[src/rtl/core/stnl_pkg.sv]
// ----------------------------------------------------------------------------
// stnl_pkg
// Shared types and constants for the nearest-entry sensor table linearizer.
// ----------------------------------------------------------------------------
package stnl_pkg;

  localparam int TEMP_W   = 9;
  localparam int MV_W     = 12;
  localparam int SAMPLE_W = 10;
  localparam int OUT_W    = 10;
  localparam int ENT_W    = 9;
  localparam int IDX_W    = 8;
  localparam int ENTRY_W  = TEMP_W + MV_W;

  // mv = floor(sample * 3.223), done as a multiply by 3.223 * 2^24 rounded up
  localparam int MV_MUL_W               = 26;
  localparam logic [MV_MUL_W-1:0] MV_MUL = 26'd54072968;
  localparam int MV_SHIFT               = 24;
  localparam int MV_PROD_W              = MV_MUL_W + SAMPLE_W;

  // x / 5 for x below 16384, done as (x * 6554) >> 15
  localparam int DIV5_IN_W                = 12;
  localparam int DIV5_MUL_W               = 13;
  localparam logic [DIV5_MUL_W-1:0] DIV5_MUL = 13'd6554;
  localparam int DIV5_SHIFT               = 15;
  localparam int DIV5_PROD_W              = DIV5_IN_W + DIV5_MUL_W;

  localparam logic signed [OUT_W:0] F_OFFSET = 11'sd32;

  localparam logic [ENT_W-1:0] ENTRIES_RESET = 9'd201;
  localparam logic UNIT_RESET = 1'b0;
  localparam logic UNIT_FAHRENHEIT = 1'b0;

  // register index, taken from paddr[2]
  localparam logic REG_UNIT    = 1'b0;
  localparam logic REG_ENTRIES = 1'b1;

  localparam logic KIND_LOAD    = 1'b0;
  localparam logic KIND_CONVERT = 1'b1;

  typedef struct packed {
    logic capture;
    logic scale;
    logic init;
    logic search;
    logic nb_low;
    logic nb_high;
    logic pick;
    logic fmul;
    logic fout;
  } cmd_t;

  typedef struct packed {
    logic hit;
    logic search_end;
  } sts_t;

endpackage

[src/rtl/core/stnl_datapath.sv]
// ----------------------------------------------------------------------------
// stnl_datapath
// Millivolt scaling, search pointers, neighbor compare and unit conversion.
// ----------------------------------------------------------------------------
module stnl_datapath #(
  parameter int TABLE_DEPTH = 256
) (
  input  logic                                 clk,
  input  stnl_pkg::cmd_t                       cmd,
  input  logic                                 unit_select,
  input  logic [stnl_pkg::ENT_W-1:0]           entries_in_use,
  input  logic [stnl_pkg::SAMPLE_W-1:0]        adc_sample,
  output stnl_pkg::sts_t                       sts,
  output logic [$clog2(TABLE_DEPTH)-1:0]       ram_raddr,
  input  logic [stnl_pkg::ENTRY_W-1:0]         ram_rdata,
  output logic signed [stnl_pkg::OUT_W-1:0]    temperature
);

  localparam int AW = $clog2(TABLE_DEPTH);
  // signed pointer width: holds the entry count and minus one
  localparam int CW = ((AW > stnl_pkg::ENT_W) ? AW : stnl_pkg::ENT_W) + 2;
  localparam logic signed [CW-1:0] ONE  = CW'(1);
  localparam logic signed [CW-1:0] ZERO = '0;
  localparam logic signed [CW-1:0] DEPTH_C = CW'(TABLE_DEPTH);

  logic [stnl_pkg::SAMPLE_W-1:0]  sample;
  logic [stnl_pkg::MV_PROD_W-1:0] mv_prod;
  logic [stnl_pkg::MV_W-1:0]      mv;

  logic signed [CW-1:0] n_c;
  logic signed [CW-1:0] n_m1;
  logic signed [CW-1:0] lo;
  logic signed [CW-1:0] hi;
  logic signed [CW-1:0] mid;
  logic signed [CW-1:0] lo_next;
  logic signed [CW-1:0] hi_next;
  logic signed [CW-1:0] mid_next;
  logic signed [CW-1:0] below;
  logic signed [CW-1:0] above;
  logic signed [CW-1:0] first_mid;

  logic [stnl_pkg::MV_W-1:0]          rd_mv;
  logic signed [stnl_pkg::TEMP_W-1:0] rd_t;
  logic                               rd_gt;

  logic [stnl_pkg::MV_W-1:0]          c_mv;
  logic [stnl_pkg::MV_W-1:0]          l_mv;
  logic [stnl_pkg::MV_W-1:0]          h_mv;
  logic signed [stnl_pkg::TEMP_W-1:0] c_t;
  logic signed [stnl_pkg::TEMP_W-1:0] l_t;
  logic signed [stnl_pkg::TEMP_W-1:0] h_t;
  logic signed [stnl_pkg::TEMP_W-1:0] t_sel;
  logic signed [stnl_pkg::TEMP_W-1:0] t_pick;

  logic [stnl_pkg::MV_W-1:0] dl;
  logic [stnl_pkg::MV_W-1:0] dc;
  logic [stnl_pkg::MV_W-1:0] dh;

  logic signed [stnl_pkg::DIV5_IN_W:0]   t9;
  logic [stnl_pkg::DIV5_IN_W-1:0]        t9_mag;
  logic [stnl_pkg::DIV5_PROD_W-1:0]      f_prod;
  logic                                  f_neg;
  logic [stnl_pkg::OUT_W-1:0]            f_q;
  logic signed [stnl_pkg::OUT_W:0]       f_s;
  logic signed [stnl_pkg::OUT_W:0]       f_val;

  function automatic logic [stnl_pkg::MV_W-1:0] absdiff(
    input logic [stnl_pkg::MV_W-1:0] a,
    input logic [stnl_pkg::MV_W-1:0] b
  );
    return (a > b) ? (a - b) : (b - a);
  endfunction

  // effective entry count: zero acts as one, clamp to the table depth
  always_comb begin
    if (entries_in_use == '0) begin
      n_c = ONE;
    end else if (CW'(entries_in_use) > DEPTH_C) begin
      n_c = DEPTH_C;
    end else begin
      n_c = CW'(entries_in_use);
    end
  end

  assign first_mid = (n_c - ONE) >>> 1;

  assign rd_mv = ram_rdata[stnl_pkg::MV_W-1:0];
  assign rd_t  = ram_rdata[stnl_pkg::ENTRY_W-1:stnl_pkg::MV_W];
  assign rd_gt = (rd_mv > mv);

  assign lo_next  = rd_gt ? (mid + ONE) : lo;
  assign hi_next  = rd_gt ? hi : (mid - ONE);
  assign mid_next = lo_next + ((hi_next - lo_next) >>> 1);

  assign sts.hit        = (rd_mv == mv);
  assign sts.search_end = (lo_next > hi_next);

  assign below = (mid > ZERO) ? (mid - ONE) : ZERO;
  assign above = (mid < n_m1) ? (mid + ONE) : n_m1;

  // read address is issued in the cycle before the data it returns
  always_comb begin
    ram_raddr = mid[AW-1:0];
    if (cmd.init) begin
      ram_raddr = first_mid[AW-1:0];
    end else if (cmd.search) begin
      ram_raddr = sts.search_end ? below[AW-1:0] : mid_next[AW-1:0];
    end else if (cmd.nb_low) begin
      ram_raddr = above[AW-1:0];
    end
  end

  assign dl = absdiff(mv, l_mv);
  assign dc = absdiff(mv, c_mv);
  assign dh = absdiff(mv, h_mv);

  // ties: lower neighbor, then center, then upper neighbor
  always_comb begin
    if (dl <= dc && dl <= dh) begin
      t_pick = l_t;
    end else if (dc <= dh) begin
      t_pick = c_t;
    end else begin
      t_pick = h_t;
    end
  end

  assign t9     = ((stnl_pkg::DIV5_IN_W+1)'(t_sel) <<< 3) + (stnl_pkg::DIV5_IN_W+1)'(t_sel);
  assign t9_mag = t9[stnl_pkg::DIV5_IN_W] ? stnl_pkg::DIV5_IN_W'(-t9)
                                          : stnl_pkg::DIV5_IN_W'(t9);

  assign f_q   = f_prod[stnl_pkg::DIV5_SHIFT +: stnl_pkg::OUT_W];
  assign f_s   = f_neg ? -$signed({1'b0, f_q}) : $signed({1'b0, f_q});
  assign f_val = f_s + stnl_pkg::F_OFFSET;

  always_ff @(posedge clk) begin
    if (cmd.capture) begin
      sample <= adc_sample;
    end
    if (cmd.scale) begin
      mv_prod <= stnl_pkg::MV_PROD_W'(sample) * stnl_pkg::MV_PROD_W'(stnl_pkg::MV_MUL);
    end
    if (cmd.init) begin
      mv   <= mv_prod[stnl_pkg::MV_SHIFT +: stnl_pkg::MV_W];
      lo   <= ZERO;
      hi   <= n_c - ONE;
      mid  <= first_mid;
      n_m1 <= n_c - ONE;
    end
    if (cmd.search) begin
      if (sts.hit) begin
        t_sel <= rd_t;
      end else if (sts.search_end) begin
        c_mv <= rd_mv;
        c_t  <= rd_t;
      end else begin
        lo  <= lo_next;
        hi  <= hi_next;
        mid <= mid_next;
      end
    end
    if (cmd.nb_low) begin
      l_mv <= rd_mv;
      l_t  <= rd_t;
    end
    if (cmd.nb_high) begin
      h_mv <= rd_mv;
      h_t  <= rd_t;
    end
    if (cmd.pick) begin
      t_sel <= t_pick;
    end
    if (cmd.fmul) begin
      f_prod <= stnl_pkg::DIV5_PROD_W'(t9_mag) * stnl_pkg::DIV5_PROD_W'(stnl_pkg::DIV5_MUL);
      f_neg  <= t9[stnl_pkg::DIV5_IN_W];
    end
    if (cmd.fout) begin
      if (unit_select == stnl_pkg::UNIT_FAHRENHEIT) begin
        temperature <= f_val[stnl_pkg::OUT_W-1:0];
      end else begin
        temperature <= stnl_pkg::OUT_W'(t_sel);
      end
    end
  end

`ifndef SYNTHESIS
  a_probe_in_window: assert property (@(posedge clk)
    cmd.search |-> (mid >= lo && mid <= hi && mid >= ZERO && mid <= n_m1))
    else $error("probe index outside search window");
`endif

endmodule

[config.mk]
export PLATFORM = sky130hd
export DESIGN_NAME = stnl_datapath
export DESIGN_NICKNAME = d
export VERILOG_FILES = /design/src/rtl/core/stnl_pkg.sv /design/src/rtl/core/stnl_datapath.sv
export SDC_FILE = /design/constraint.sdc
export NUM_CORES = 1
export LEC_CHECK = 0
export ABC_CLOCK_PERIOD_IN_PS = 11500
export BUFFER_PORTS_ARGS = -buffer_cell sky130_fd_sc_hd__buf_2
export CAP_MARGIN = 20
export CORE_UTILIZATION = 50
export DETAILED_ROUTE_END_ITERATION = 8
export PLACE_DENSITY_LB_ADDON = 0.3
export SETUP_SLACK_MARGIN = 0.4
export SLEW_MARGIN = 40
export SYNTH_ARGS = -nofsm -noshare
export SYNTH_HDL_FRONTEND = slang
export SYNTH_SLANG_ARGS = --single-unit
[constraint.sdc]
create_clock -name clk -period 11.5 [get_ports clk]
set_clock_uncertainty 0.2 [all_clocks]
set_input_delay 1.15 -clock clk [delete_from_list [all_inputs] [get_ports clk]]
set_output_delay 1.15 -clock clk [all_outputs]
set_load 0.03 [all_outputs]
==> impl_results.md <==
* Status: completed
* Hold_sp: mv_prod[27]
* Top Layer Used: met4
* Overall Global Routing Usage at 23.3%
* Critical path data arrival time at 6350 ps
* Mapped Nets at 2,433
* Achievable Freq at 130 MHz
* Synth-to-layout area growth at 7.47%
* RSZ-0062 raised after global routing: false
* Global route overflow at 0
* Seq cells post-synth at 171
* Largest family of logic cells by synthesized area: adder cells
* Filler instances at 3,362
* Postcts setup bufs at 0
* CTS tree: built
* CTS H-Tree Depth at 4
* Synth Instances at 1,940
* Compound-cell area share of the yosys netlist at 13.6%
* DRC viols at 0
* Synth Area in Adders at 33.6%
* CTS buffer count at 17
* Most used cell, CP: ha_1
* CORE AREA at 36,600 um^2
* Final #Nets at 2,474
* Worst Reg-to-Reg Cells at 26
* First-pass GRT wire length at 70,900 um
* FF-to-FF setup slack at 3970 ps
* Post-synth EDFFs at 138
* Pins Over Slew Limit at 0
* Final setup TNS at 0 ps
* Synth Flop Type: edfxtp_1
* Hold Path Sink: mv[3]
* Num rows at 70
* Placed instance count at 2,430
* Post-synth top cells: ha_1 (346), inv_1 (314), edfxtp_1 (138)
* Clk_lat worst skew at 440 ps
* Ys Warns at 0
* Slew @ Worst Pin at 826 ps
* Port Buf Inserts at 70
* M1 WL at 19,400 um
* CTS sink count at 171
* Vias in the first global route at 14,100
* Via count at 13,700
* Hold slack at 219 ps
* Sequential area share after synthesis at 25.8%
* CTS Buffer Depth at 2
* Met2 WL post-DR at 21,000 um
* Endpoints failing hold at 0
* Most common cell in the netlist: ha_1
* Post-Synth Simple-Gate Area at 9.90%
* Reg2reg end: f_prod[24]
* Start point of the critical path: ram_rdata[10]
* DRT iter0 DRCs at 826
* Post-Synth XOR/XNOR Area at 5.79%
* Fin cells at 2,466
* RR Startpoint: t_sel[0]
* Post-layout util at 54.6%
* Post-synthesis mux area share at 3.65%
* Area contributors post-synth: ha_1 (23%), edfxtp_1 (22%), fa_1 (10%)
* Final GP Congestion at 0.955
* Drt via density at 5.56
* Data required, critical path at 10,150 ps
* Vert. Die Dim at 195 um
* Final WL at 42,700 um
* Final setup vio count at 0
* WHS Path Cells at 0
* Worst-path clk slew at 70 ps
* Synth async-reset ratio at 0%
* Slowest cell on crit path: mux2_2
* # Max-Cap Violations at 0
* Top Ports at 71
* HPWL after detailed placement at 34,900 um
* Cell Area, Synth at 18,600 um^2
* DR WL/cell at 17.3 um
* Hold Path Class: flop to flop
* Critical path class: primary input to output port
* DRT antenna net count at 0
* Type of destination of the critical path: output port
* Hold-fix buffers, CTS at 0
* Final period util at 67.0%
* Largest net degree at the start of global routing at 57
* Synth top area share at 23.3%
* Final worst path period need at 7700 ps
* First drt pass iteration count at 5
* Share of layout cells above drive strength 1 at 8.73%
* Initial antenna violation count at 4
* Starting Density at 50.8%
* Max FO, Critical Path at 39
* Metal3 WL at 1530 um
* Crit-path cells: buf_2 > ha_1 > and4_1 > nand4_1 > a21o_1 > a31oi_4 > buf_4 > mux2_2 > ha_1 > a21oi_1 > a21boi_1 > xnor2_1 > ha_1 > a21oi_1 > nor2b_1 > o21a_1 > o41ai_1 > xnor2_1 > a221o_1 > and3_1 > buf_2
* CTS resizes at 0
* Die area at 38,000 um^2
* Syn Area/Cell at 9.59 um^2
* CP max stage delay at 400 ps
* Distinct cells, synth at 71
* Slew margin rel. at 44.2%
* CTS root buffer: clkbuf_16
* Cell taking the most area after synthesis: ha_1
* DIE WIDTH at 195 um
* Startpoint Class: primary input
==> cells in the final DEF (no fill, tap or decap), types with 7 or more instances in the layout <==
cell         n
a21o_1      59
a21oi_1     89
a221oi_1    12
a31oi_1     12
and2_1       8
and3_1      11
buf_2       70
buf_4        7
clkbuf_16   17
dfxtp_1     33
edfxtp_1   138
fa_1        96
ha_1       346
inv_1      313
mux2_2      39
mux2i_1     24
nand2_1    118
nand2b_1    16
nand3_1     43
nand4_1     20
nor2_1      66
nor2b_1     16
nor3_1      34
o21a_1      14
o21ai_0    106
o21bai_1    18
o31ai_1     14
or2_2       13
or3_1       14
xnor2_1     77
xor2_1      46
==> per-stage QoR <==
stage / instance area, um^2 / setup WS [ps]
global placement: 19400 / 3870
detailed placement: 19400 / 3800
floorplan: 18600 / 4390
global route: 20000 / 3470
finish: 20000 / 3800
CTS: 20000 / 3790
==> per-layer routing <==
metal,vias up,GRT usage [%]
li1,6824,-
met1,6599,30.1
met2,244,41.2
met3,44,2.76
met4,0,6.01
met5,-,0
==> worst max-delay path: cells and delay by family <==
| kind | cells | cell delay (ps) |
|---|---|---|
| simple gates | 4 | 720 |
| buf+inv | 3 | 670 |
| xor+xnor | 2 | 340 |
| compound gates | 8 | 2090 |
| mux | 1 | 400 |
| fa+ha+maj | 3 | 950 |
==> cell type report <==
cell class	count	area, um^2	area share, %
Sequential cell	171	4800	24.0
Inverter	315	1180	5.92
Timing Repair Buffer	77	403	2.01
Multi-Input combinational cell	1399	12400	62.1
Tap cell	468	586	2.93
Antenna cell	4	10.0	0.0500
Clock inverter	14	160	0.801
Clock buffer	18	429	2.15
==> flip-flops by register name (all words and copies together), names as in the netlist <==
| register | count |
|---|---|
| h_mv | 12 |
| h_t | 9 |
| n_m1 | 11 |
| mid | 11 |
| mv_prod | 12 |
| l_mv | 12 |
| c_t | 9 |
| f_prod | 10 |
| l_t | 9 |
| c_mv | 12 |
| sample | 10 |
| lo | 11 |
| hi | 11 |
| temperature | 10 |
| mv | 12 |
| f_neg | 1 |
| t_sel | 9 |
==> worst max path at each step <==
stage | to | slack [ps] | depth (start not counted)
finish | ram_raddr[7] | 3800 | 21
global placement | ram_raddr[7] | 3870 | 21
CTS | ram_raddr[7] | 3790 | 21
floorplan | ram_raddr[7] | 4390 | 21
detailed placement | ram_raddr[7] | 3800 | 21
global route | ram_raddr[7] | 3470 | 21
==> cell families (layout without fill, tap and decap cells) <==
kind of cell,count (synthesis),in the layout
adders and majority gates,442,442
AOI/OAI and AO/OA,390,390
and+or+nand+nor,380,380
buffers and inverters,370,424
DFF,171,171
xor gates and xnor gates,123,123
muxes,63,63
other,1,5
Power is not shown: default switching activity piles up to over one toggle a cycle in this logic, so the estimate is an artifact.
