===== src/rtl/core/stnl_pkg.sv =====
// ----------------------------------------------------------------------------
// stnl_pkg
// Shared types and constants for the nearest-entry sensor table linearizer.
// ----------------------------------------------------------------------------
package stnl_pkg;

  localparam int TEMP_W   = 9;
  localparam int MV_W     = 12;
  localparam int SAMPLE_W = 10;
  localparam int OUT_W    = 10;
  localparam int ENT_W    = 9;
  localparam int IDX_W    = 8;
  localparam int ENTRY_W  = TEMP_W + MV_W;

  // mv = floor(sample * 3.223), done as a multiply by 3.223 * 2^24 rounded up
  localparam int MV_MUL_W               = 26;
  localparam logic [MV_MUL_W-1:0] MV_MUL = 26'd54072968;
  localparam int MV_SHIFT               = 24;
  localparam int MV_PROD_W              = MV_MUL_W + SAMPLE_W;

  // x / 5 for x below 16384, done as (x * 6554) >> 15
  localparam int DIV5_IN_W                = 12;
  localparam int DIV5_MUL_W               = 13;
  localparam logic [DIV5_MUL_W-1:0] DIV5_MUL = 13'd6554;
  localparam int DIV5_SHIFT               = 15;
  localparam int DIV5_PROD_W              = DIV5_IN_W + DIV5_MUL_W;

  localparam logic signed [OUT_W:0] F_OFFSET = 11'sd32;

  localparam logic [ENT_W-1:0] ENTRIES_RESET = 9'd201;
  localparam logic UNIT_RESET = 1'b0;
  localparam logic UNIT_FAHRENHEIT = 1'b0;

  // register index, taken from paddr[2]
  localparam logic REG_UNIT    = 1'b0;
  localparam logic REG_ENTRIES = 1'b1;

  localparam logic KIND_LOAD    = 1'b0;
  localparam logic KIND_CONVERT = 1'b1;

  typedef struct packed {
    logic capture;
    logic scale;
    logic init;
    logic search;
    logic nb_low;
    logic nb_high;
    logic pick;
    logic fmul;
    logic fout;
  } cmd_t;

  typedef struct packed {
    logic hit;
    logic search_end;
  } sts_t;

endpackage


===== src/rtl/core/stnl_ctrl.sv =====
// ----------------------------------------------------------------------------
// stnl_ctrl
// Sequencer for one convert: scale, binary search, neighbor check, units.
// ----------------------------------------------------------------------------
module stnl_ctrl (
  input  logic          clk,
  input  logic          rst,
  input  logic          start,
  input  logic          kind,
  input  stnl_pkg::sts_t sts,
  output stnl_pkg::cmd_t cmd,
  output logic          busy,
  output logic          done
);

  localparam logic [3:0] S_IDLE    = 4'd0;
  localparam logic [3:0] S_SCALE   = 4'd1;
  localparam logic [3:0] S_INIT    = 4'd2;
  localparam logic [3:0] S_SEARCH  = 4'd3;
  localparam logic [3:0] S_NB_LOW  = 4'd4;
  localparam logic [3:0] S_NB_HIGH = 4'd5;
  localparam logic [3:0] S_PICK    = 4'd6;
  localparam logic [3:0] S_FMUL    = 4'd7;
  localparam logic [3:0] S_FOUT    = 4'd8;

  logic [3:0] state;
  logic [3:0] state_next;

  always_comb begin
    state_next = state;
    case (state)
      S_IDLE: begin
        if (start && kind == stnl_pkg::KIND_CONVERT) begin
          state_next = S_SCALE;
        end
      end
      S_SCALE:   state_next = S_INIT;
      S_INIT:    state_next = S_SEARCH;
      S_SEARCH: begin
        if (sts.hit) begin
          state_next = S_FMUL;
        end else if (sts.search_end) begin
          state_next = S_NB_LOW;
        end
      end
      S_NB_LOW:  state_next = S_NB_HIGH;
      S_NB_HIGH: state_next = S_PICK;
      S_PICK:    state_next = S_FMUL;
      S_FMUL:    state_next = S_FOUT;
      S_FOUT:    state_next = S_IDLE;
      default:   state_next = S_IDLE;
    endcase
  end

  always_ff @(posedge clk) begin
    if (rst) begin
      state <= S_IDLE;
      done  <= 1'b0;
    end else begin
      state <= state_next;
      done  <= (state == S_FOUT);
    end
  end

  assign busy        = (state != S_IDLE);
  assign cmd.capture = (state == S_IDLE) && start && (kind == stnl_pkg::KIND_CONVERT);
  assign cmd.scale   = (state == S_SCALE);
  assign cmd.init    = (state == S_INIT);
  assign cmd.search  = (state == S_SEARCH);
  assign cmd.nb_low  = (state == S_NB_LOW);
  assign cmd.nb_high = (state == S_NB_HIGH);
  assign cmd.pick    = (state == S_PICK);
  assign cmd.fmul    = (state == S_FMUL);
  assign cmd.fout    = (state == S_FOUT);

endmodule


===== config.mk =====
export PLATFORM = sky130hd
export DESIGN_NAME = stnl_ctrl
export DESIGN_NICKNAME = d
export VERILOG_FILES = /design/src/rtl/core/stnl_pkg.sv /design/src/rtl/core/stnl_ctrl.sv
export SDC_FILE = /design/constraint.sdc
export NUM_CORES = 1
export LEC_CHECK = 0
export ABC_AREA = 1
export BUFFER_PORTS_ARGS = -buffer_cell sky130_fd_sc_hd__buf_2
export CORE_AREA = 2 2 39 41
export CTS_BUF_LIST = sky130_fd_sc_hd__clkbuf_16
export DETAILED_ROUTE_END_ITERATION = 10
export DIE_AREA = 0 0 41 43
export PLACE_DENSITY_LB_ADDON = 0.25
export SYNTH_ARGS = -nofsm -noshare
export SYNTH_HDL_FRONTEND = slang
export SYNTH_SLANG_ARGS = --single-unit

===== constraint.sdc =====
create_clock -name clk -period 1.3 [get_ports clk]
set_input_delay 0.26 -clock clk [delete_from_list [all_inputs] [get_ports clk]]
set_output_delay 0.26 -clock clk [all_outputs]
set_load 0.005 [all_outputs]

==> results.cfg, run 1 <==
[outcome]
status = finished with violations
violations = negative setup slack

[critical_path]
reg2reg_to = state[0]$_SDFFE_PP0P_
reg2reg_from = state[1]$_SDFFE_PP0P_
rrSetupSlack_ps = 80
worstPathArrival_ps = 1060
startpoint_type = flip-flop
critPathKind = flip-flop to output pin
rr_worst_depth = 8
cp_max_fo = 5
end_kind = output pin
critPathRequiredTime_ps = 1040

[drt]
drc = 0
dr.pass1.iters = 6
drt-total-wl_um = 1020
drtIter0Drc = 10
wl_per_cell_um = 10.6
detail-route-antenna-nets = 0
num_vias = 428
via_per_inst = 4.46

[flow_run]
cap_violations = 0

[min_path]
hold_start = rst
min_to = state[1]$_SDFFE_PP0P_
hp-class = input pin to flip-flop
whs_path_depth = 2

[clock_network]
htreeDepth = 1
cts-root-buf = clkbuf_16
cts_made_buffers = 3
cts_buffer_depth = 2
insertion_delay_ps = 230
path_clk_slew_ps = 30
cts_tree = done
cts.sinks = 5

[global_routing]
grt_pass1_wl_um = 1680
grt_pass1_vias = 394
grt-ovfl-total = 0
grt_max_degree = 6
grt.total_usage_pct = 14.2
grt_antenna_before_repair = 0

[timing]
hold_viol_final = 0
worst_hold_slack_ps = 267
fin_setup_tns_ps = -42.3
slew_headroom_pct = 85.5
worstMarginPinSlew_ps = 216
grt_setup_unrepaired = true
final.period_utilization_pct = 102
skew_ps = 2.27
setup_violations = 4
setup_slack_ps = -24.0
period_needed_ps = 1320
finalMaxSlewViolations = 0
max_freq_mhz = 755

[die]
die_h_um = 43
start_util_pct = 24.8
die_x_um = 41
pin_count = 17
die_area_um2 = 1760
fp-row-count = 14
core_um2 = 1380

[final_layout]
drive_gt1_share_pct = 72.5
nFillCells = 130
diodes = 0
post-route-util_pct = 47.8
area_growth_pct = 93.1
final_cells = 96
nets = 87
post-route-cell-area_um2 = 662

[power_and_ir_drop]
irDropWorstVdd_mv = 0.744
power_density_nw_per_um2 = 1850
power_leakage_nw = 0.344
total_power_mw = 1.23

[placed_design]
globalplace.congestion = 0.686
hpwl_um = 626
placed_cell_area_um2 = 450
dp_worst_setup_slack_ps = 87.5
portBuffers = 16
dpl.cell_count = 81

[yosys]
syn-instance-count = 48
syn_area_um2 = 343
yosysUniqueCellTypes = 18
ys_seq_area_share_pct = 29.2
ys_warn_count = 0
postSynthAreaPerCell_um2 = 7.14
syn-num-nets = 54
yosys_register_bits = 5
-- worst max path at each step --
| stage | start | end | slack (ps) | depth (start not counted) |
|---|---|---|---|---|
| global route | state[1]$_SDFFE_PP0P_ | cmd[8] | -100 | 5 |
| global placement | state[1]$_SDFFE_PP0P_ | cmd[0] | 70 | 4 |
| floorplan | state[2]$_SDFFE_PP0P_ | cmd[3] | 230 | 4 |
| CTS | state[0]$_SDFFE_PP0P_ | cmd[8] | -40 | 5 |
| detailed placement | state[1]$_SDFFE_PP0P_ | cmd[0] | 90 | 4 |
| finish | state[1]$_SDFFE_PP0P_ | cmd[8] | -20 | 5 |
-- state kept, by name (all words and copies together) (netlist names) --
name and flops:
state 4, done 1
-- cells by family (layout without fill, tap and decap cells) --
logic type | Yosys count | after routing | synth area share [%]
flip-flops | 5 | 5 | 29.2
AO/OA/AOI/OAI | 2 | 2 | 5.11
AND/OR/NAND/NOR | 30 | 30 | 53.7
buffers and inverters | 11 | 43 | 12.0
-- layout by cell type, fill, tap and decap left out, types with 3 or more instances in the layout --
| cell | n |
|---|---|
| nor2_4 | 3 |
| nand3_1 | 3 |
| buf_2 | 16 |
| dfxtp_4 | 3 |
| inv_2 | 5 |
| nor2_2 | 3 |
| buf_4 | 11 |
| inv_1 | 6 |
| nand3_2 | 3 |
| nand2_1 | 5 |
| clkbuf_16 | 3 |
-- layer usage --
layer  part of all wire [%]  vias up  GRT usage [%]
li1                       -      218              -
met1                     42      191           16.5
met2                     50       17           20.6
met3                    5.7        2           4.71
met4                    1.9        0           10.0
met5                      0        -              0
-- power breakdown --
part | switching [mW] | internal [mW]
sequential | 0.0565 | 0.188
combinational | 0.229 | 0.249
clock | 0.105 | 0.399
-- synth_stat cells (all sizes together) --
cell    number  share of area (%)
a211oi       1                3.6
a21oi        1                1.5
clkinv       1                1.1
dfxtp        5                 29
inv         10                 11
nand2        9                 14
nand3        6                 13
nand4        1                1.8
nor2         8                 14
nor2b        1                2.6
nor3         3                4.4
nor4         2                3.6
-- worst max-delay path, stage by stage, from the launching register on --
cell and delay, ps:
dfxtp_4 370, nor2_4 130, buf_6 110, nand2_4 50, nor2_2 70, buf_2 110
-- what timing repair did --
action,CTS,global route
buffers inserted,6,5
setup endpoints to repair,9,10
gates resized for setup,11,5
pin swaps,3,3
hold buffers,0,0
-- layout make-up --
cell class                 instances  area (um^2)  share of cell area, %
sequential                         5          113                   17.0
tap                               16         20.0                   3.02
timing repair buffer              28          174                   26.3
clock inverter                     1         3.75                  0.567
multi-input combinational         32          235                   35.5
inverter                          11         41.3                   6.24
clock buffer                       3         75.1                   11.3
(Power assumes the default switching activity.)
==> run 2, diff against run 1 <==
--- a/config.mk
+++ b/config.mk
@@ -11,7 +11,6 @@
 export CTS_BUF_LIST = sky130_fd_sc_hd__clkbuf_16
 export DETAILED_ROUTE_END_ITERATION = 10
 export DIE_AREA = 0 0 41 43
-export PLACE_DENSITY_LB_ADDON = 0.25
 export SYNTH_ARGS = -nofsm -noshare
 export SYNTH_HDL_FRONTEND = slang
 export SYNTH_SLANG_ARGS = --single-unit
==> results.cfg, run 2 (synthesized netlist as in run 1, its figures left out) <==
[drt]
dr.pass1.iters = 2
num_vias = 399
drtIter0Drc = 3
detail-route-antenna-nets = 0
drc = 0
via_per_inst = 4.29
drt-total-wl_um = 868
wl_per_cell_um = 9.33

[final_layout]
post-route-util_pct = 45.8
final_common_cell = buf_2
nets = 84
largest_reg_flops = 4
diodes = 0
area_growth_pct = 84.7
largest_register = state
seq_area_um2 = 113
final_cell_mix = buf_2 (16), buf_4 (8), inv_2 (6)
post-route-cell-area_um2 = 633
top_regs = state x4, done x1
drive_gt1_share_pct = 71.4
multi_input_area_um2 = 226
nFillCells = 135

[power_and_ir_drop]
power_leakage_nw = 0.331
irDropWorstVdd_mv = 1.01
power_density_nw_per_um2 = 1830

[timing]
setup_slack_ps = -13.7
worstMarginPinSlew_ps = 217
finalMaxSlewViolations = 0
final.period_utilization_pct = 101
hold_viol_final = 0
max_freq_mhz = 761
grt_setup_unrepaired = true
period_needed_ps = 1310
fin_setup_tns_ps = -15.9
skew_ps = 1.98
setup_violations = 2
slew_headroom_pct = 85.4

[clock_network]
path_clk_slew_ps = 30
cts-root-buf = clkbuf_16
cts_hold_buf = 0
cts_tree = done
cts_made_buffers = 3
cts.sinks = 5
insertion_delay_ps = 220
htreeDepth = 1
cts_buffer_depth = 2

[critical_path]
critical_path.top_delay_family = flip-flops
startpoint_type = flip-flop
cpMaxStageDelayCell = dfxtp_4
path_buf_inv = 2
end_kind = output pin
cp_max_fo = 5
crit_chain = nor2_4 > buf_6 > nand2_4 > nor2_2 > buf_2
worstPathArrival_ps = 1050
critPathRequiredTime_ps = 1040
critPathKind = flip-flop to output pin
max_stage_delay_ps = 360

[global_routing]
grt_pass1_vias = 374
grt_antenna_before_repair = 0
grt_pass1_wl_um = 1430
grt.total_usage_pct = 11.9
grt-ovfl-total = 0
grt_max_degree = 6

[placed_design]
portBuffers = 16
hpwl_um = 648
globalplace.congestion = 0.713
placed_cell_area_um2 = 450

[die]
die_area_um2 = 1760
core_um2 = 1380
start_util_pct = 24.8
die_x_um = 41
pin_count = 17
fp-row-count = 14
die_h_um = 43

[outcome]
violations = negative setup slack
status = finished with violations

[flow_run]
cap_violations = 0

[min_path]
hp-class = input pin to flip-flop
[run 2: final cells by class]
cell class	count	share of cell area [%]
Tap cell	16	3.16
Timing Repair Buffer	25	23.9
Clock inverter	1	0.593
Sequential cell	5	17.8
Clock buffer	3	11.9
Multi-Input combinational cell	32	35.8
Inverter	11	6.92
[run 2: final timing paths]
kind	startpoint	to	slack [ps]	depth (start not counted)
worst min-delay path	rst	state[1]$_SDFFE_PP0P_	270	2
worst max register to register	state[2]$_SDFFE_PP0P_	state[0]$_SDFFE_PP0P_	70	8
worst min register to register	state[2]$_SDFFE_PP0P_	done$_SDFF_PP0_	490	1
worst max-delay path	state[0]$_SDFFE_PP0P_	cmd[8]	-10	5
[run 2: repair_timing]
action,in CTS,in global routing
pin swaps,4,2
buffers inserted,6,2
gates resized for setup,13,4
endpoints found under the setup margin,10,10
[run 2: where the power goes]
part,switching [mW],internal (mW),total [mW]
Combinational,0.206,0.218,0.424
Sequential,0.0557,0.189,0.244
Clock,0.0899,0.397,0.487
[run 2: through the flow]
step	hold slack [ps]	worst slack [ps]	cells	power (mW)
floorplan	326	231	48	0.448
finish	272	-13.7	93	1.16
CTS	269	-33.5	91	1.16
global route	282	-82.9	93	1.22
detailed placement	510	50.0	81	0.562
global placement	512	29.2	81	0.564
[run 2: per-layer routing]
metal  track usage, %  vias to the layer above  wire length [um]  part of all wire (%)
met4             2.00                        0                 0                     0
met3             6.81                        0                55                   6.3
met1             14.2                      181               353                    41
li1                 -                      211                 -                     -
met5                0                        -                 0                     0
met2             18.1                        7               458                    53
==> run 3, diff against run 2 <==
--- a/config.mk
+++ b/config.mk
@@ -7,10 +7,10 @@
 export LEC_CHECK = 0
 export ABC_AREA = 1
 export BUFFER_PORTS_ARGS = -buffer_cell sky130_fd_sc_hd__buf_2
-export CORE_AREA = 2 2 39 41
+export CORE_AREA = 8 8 45 47
 export CTS_BUF_LIST = sky130_fd_sc_hd__clkbuf_16
 export DETAILED_ROUTE_END_ITERATION = 10
-export DIE_AREA = 0 0 41 43
+export DIE_AREA = 0 0 53 55
 export SYNTH_ARGS = -nofsm -noshare
 export SYNTH_HDL_FRONTEND = slang
 export SYNTH_SLANG_ARGS = --single-unit
==> results.cfg, run 3 (synthesized netlist as in run 1, its figures left out) <==
[final_layout]
final_cells = 94
final_cell_mix = buf_2 (15), buf_4 (9), inv_2 (6)
largest_reg_flops = 4
post-route-cell-area_um2 = 638
drive_gt1_share_pct = 70.5
nets = 85
area_growth_pct = 86.1
top_regs = state x4, done x1
largest_register = state
diodes = 0
final_common_cell = buf_2

[timing]
max_freq_mhz = 758
final.period_utilization_pct = 101
setup_violations = 3
skew_ps = 2.43
grt_setup_unrepaired = true
slew_headroom_pct = 85.3
worstMarginPinSlew_ps = 218
hold_viol_final = 0
worst_hold_slack_ps = 262
finalMaxSlewViolations = 0
setup_slack_ps = -18.8
period_needed_ps = 1320

[critical_path]
critPathKind = flip-flop to output pin
cpMaxStageDelayCell = dfxtp_4
crit_chain = nor2_4 > buf_6 > nand2_4 > nor2_1 > buf_2
critPathRequiredTime_ps = 1040
end_kind = output pin
startpoint_type = flip-flop
max_stage_delay_ps = 350
cp_max_fo = 4
worstPathArrival_ps = 1060

[drt]
drc = 0
detail-route-antenna-nets = 0
wl_per_cell_um = 11.4
via_per_inst = 4.34
drt-total-wl_um = 1070
num_vias = 408
drtIter0Drc = 1
dr.pass1.iters = 3

[power_and_ir_drop]
clockPowerShare_pct = 43.0
power_leakage_nw = 0.323
total_power_mw = 1.16
p_int_mw = 0.799
p_sw_share_pct = 31.1
irDropWorstVdd_mv = 0.727
power_density_nw_per_um2 = 1820
pwr-share-seq_pct = 20.3
switching_power_mw = 0.361
pwr-share-comb_pct = 36.7

[clock_network]
insertion_delay_ps = 230
htreeDepth = 1
cts_tree = done
cts-root-buf = clkbuf_16
cts.sinks = 5
cts_hold_buf = 0
path_clk_slew_ps = 30
cts_buffer_depth = 2
cts_made_buffers = 3

[global_routing]
grt_pass1_vias = 398
grt_max_degree = 6
grt_pass1_wl_um = 1730
grt.total_usage_pct = 8.25
grt-ovfl-total = 0
grt_antenna_before_repair = 0

[placed_design]
globalplace.congestion = 0.739
dp_worst_setup_slack_ps = 34.1
hpwl_um = 787
placed_cell_area_um2 = 450
dpl.cell_count = 81
portBuffers = 16

[die]
start_util_pct = 24.8
die_x_um = 53
fp-row-count = 14
die_area_um2 = 2920
core_um2 = 1380
die_h_um = 55
pin_count = 17

[outcome]
violations = negative setup slack
status = finished with violations

[flow_run]
cap_violations = 0

[min_path]
hp-class = input pin to flip-flop
-- run 3: layer usage --
layer / wire [um] / share of wire, % / vias up / GRT usage (%)
li1: - / - / 216 / -
met1: 437 / 41 / 181 / 8.51
met2: 552 / 51 / 9 / 13.7
met3: 61 / 5.7 / 2 / 3.48
met4: 21 / 2.0 / 0 / 5.17
met5: 0 / 0 / - / 0
-- run 3: worst max-delay path, delay by kind of cell (launching register included) --
family,cells,cell delay (ps)
buffers and inverters,2,220
AND/OR/NAND/NOR,3,250
flip-flops,1,350
-- run 3: power by group through the flow --
stage	Combinational [mW]	Clock (mW)	Sequential (mW)
floorplan	0.235	0	0.213
global placement	0.350	0	0.220
detailed placement	0.350	0	0.223
CTS	0.419	0.504	0.234
global route	0.473	0.514	0.240
finish	0.426	0.499	0.235
-- run 3: worst paths after layout --
check	from	endpoint	slack [ps]	depth (start not counted)
setup / recovery	state[0]$_SDFFE_PP0P_	cmd[8]	-20	5
hold / removal	rst	state[1]$_SDFFE_PP0P_	260	2
setup reg to reg	state[2]$_SDFFE_PP0P_	state[0]$_SDFFE_PP0P_	50	8
hold reg to reg	state[2]$_SDFFE_PP0P_	done$_SDFF_PP0_	490	1
-- run 3: metrics by stage --
| stage | utilization, % | setup TNS (ps) |
|---|---|---|
| 2_1_floorplan | - | 0 |
| 3_3_place_gp | 32.5 | 0 |
| 3_5_place_dp | 32.5 | 0 |
| 4_1_cts | 44.0 | -102 |
| 5_1_grt | 46.1 | -425 |
| 6_report | 46.1 | -48.1 |
-- run 3: area by class of cell --
cell class,count,area [um^2]
multi-input combinational,32,219
tap,16,20.0
clock buffer,3,75.1
sequential,5,113
inverter,11,42.5
timing repair buffer,26,165
fill,134,746
clock inverter,1,3.75
-- run 3: what timing repair did --
item | CTS | global route
setup endpoints to repair | 10 | 9
gates resized for setup | 13 | 2
cloned | 0 | 0
hold endpoints to repair | 0 | 0
buffers inserted | 6 | 3
pin swaps | 3 | 2
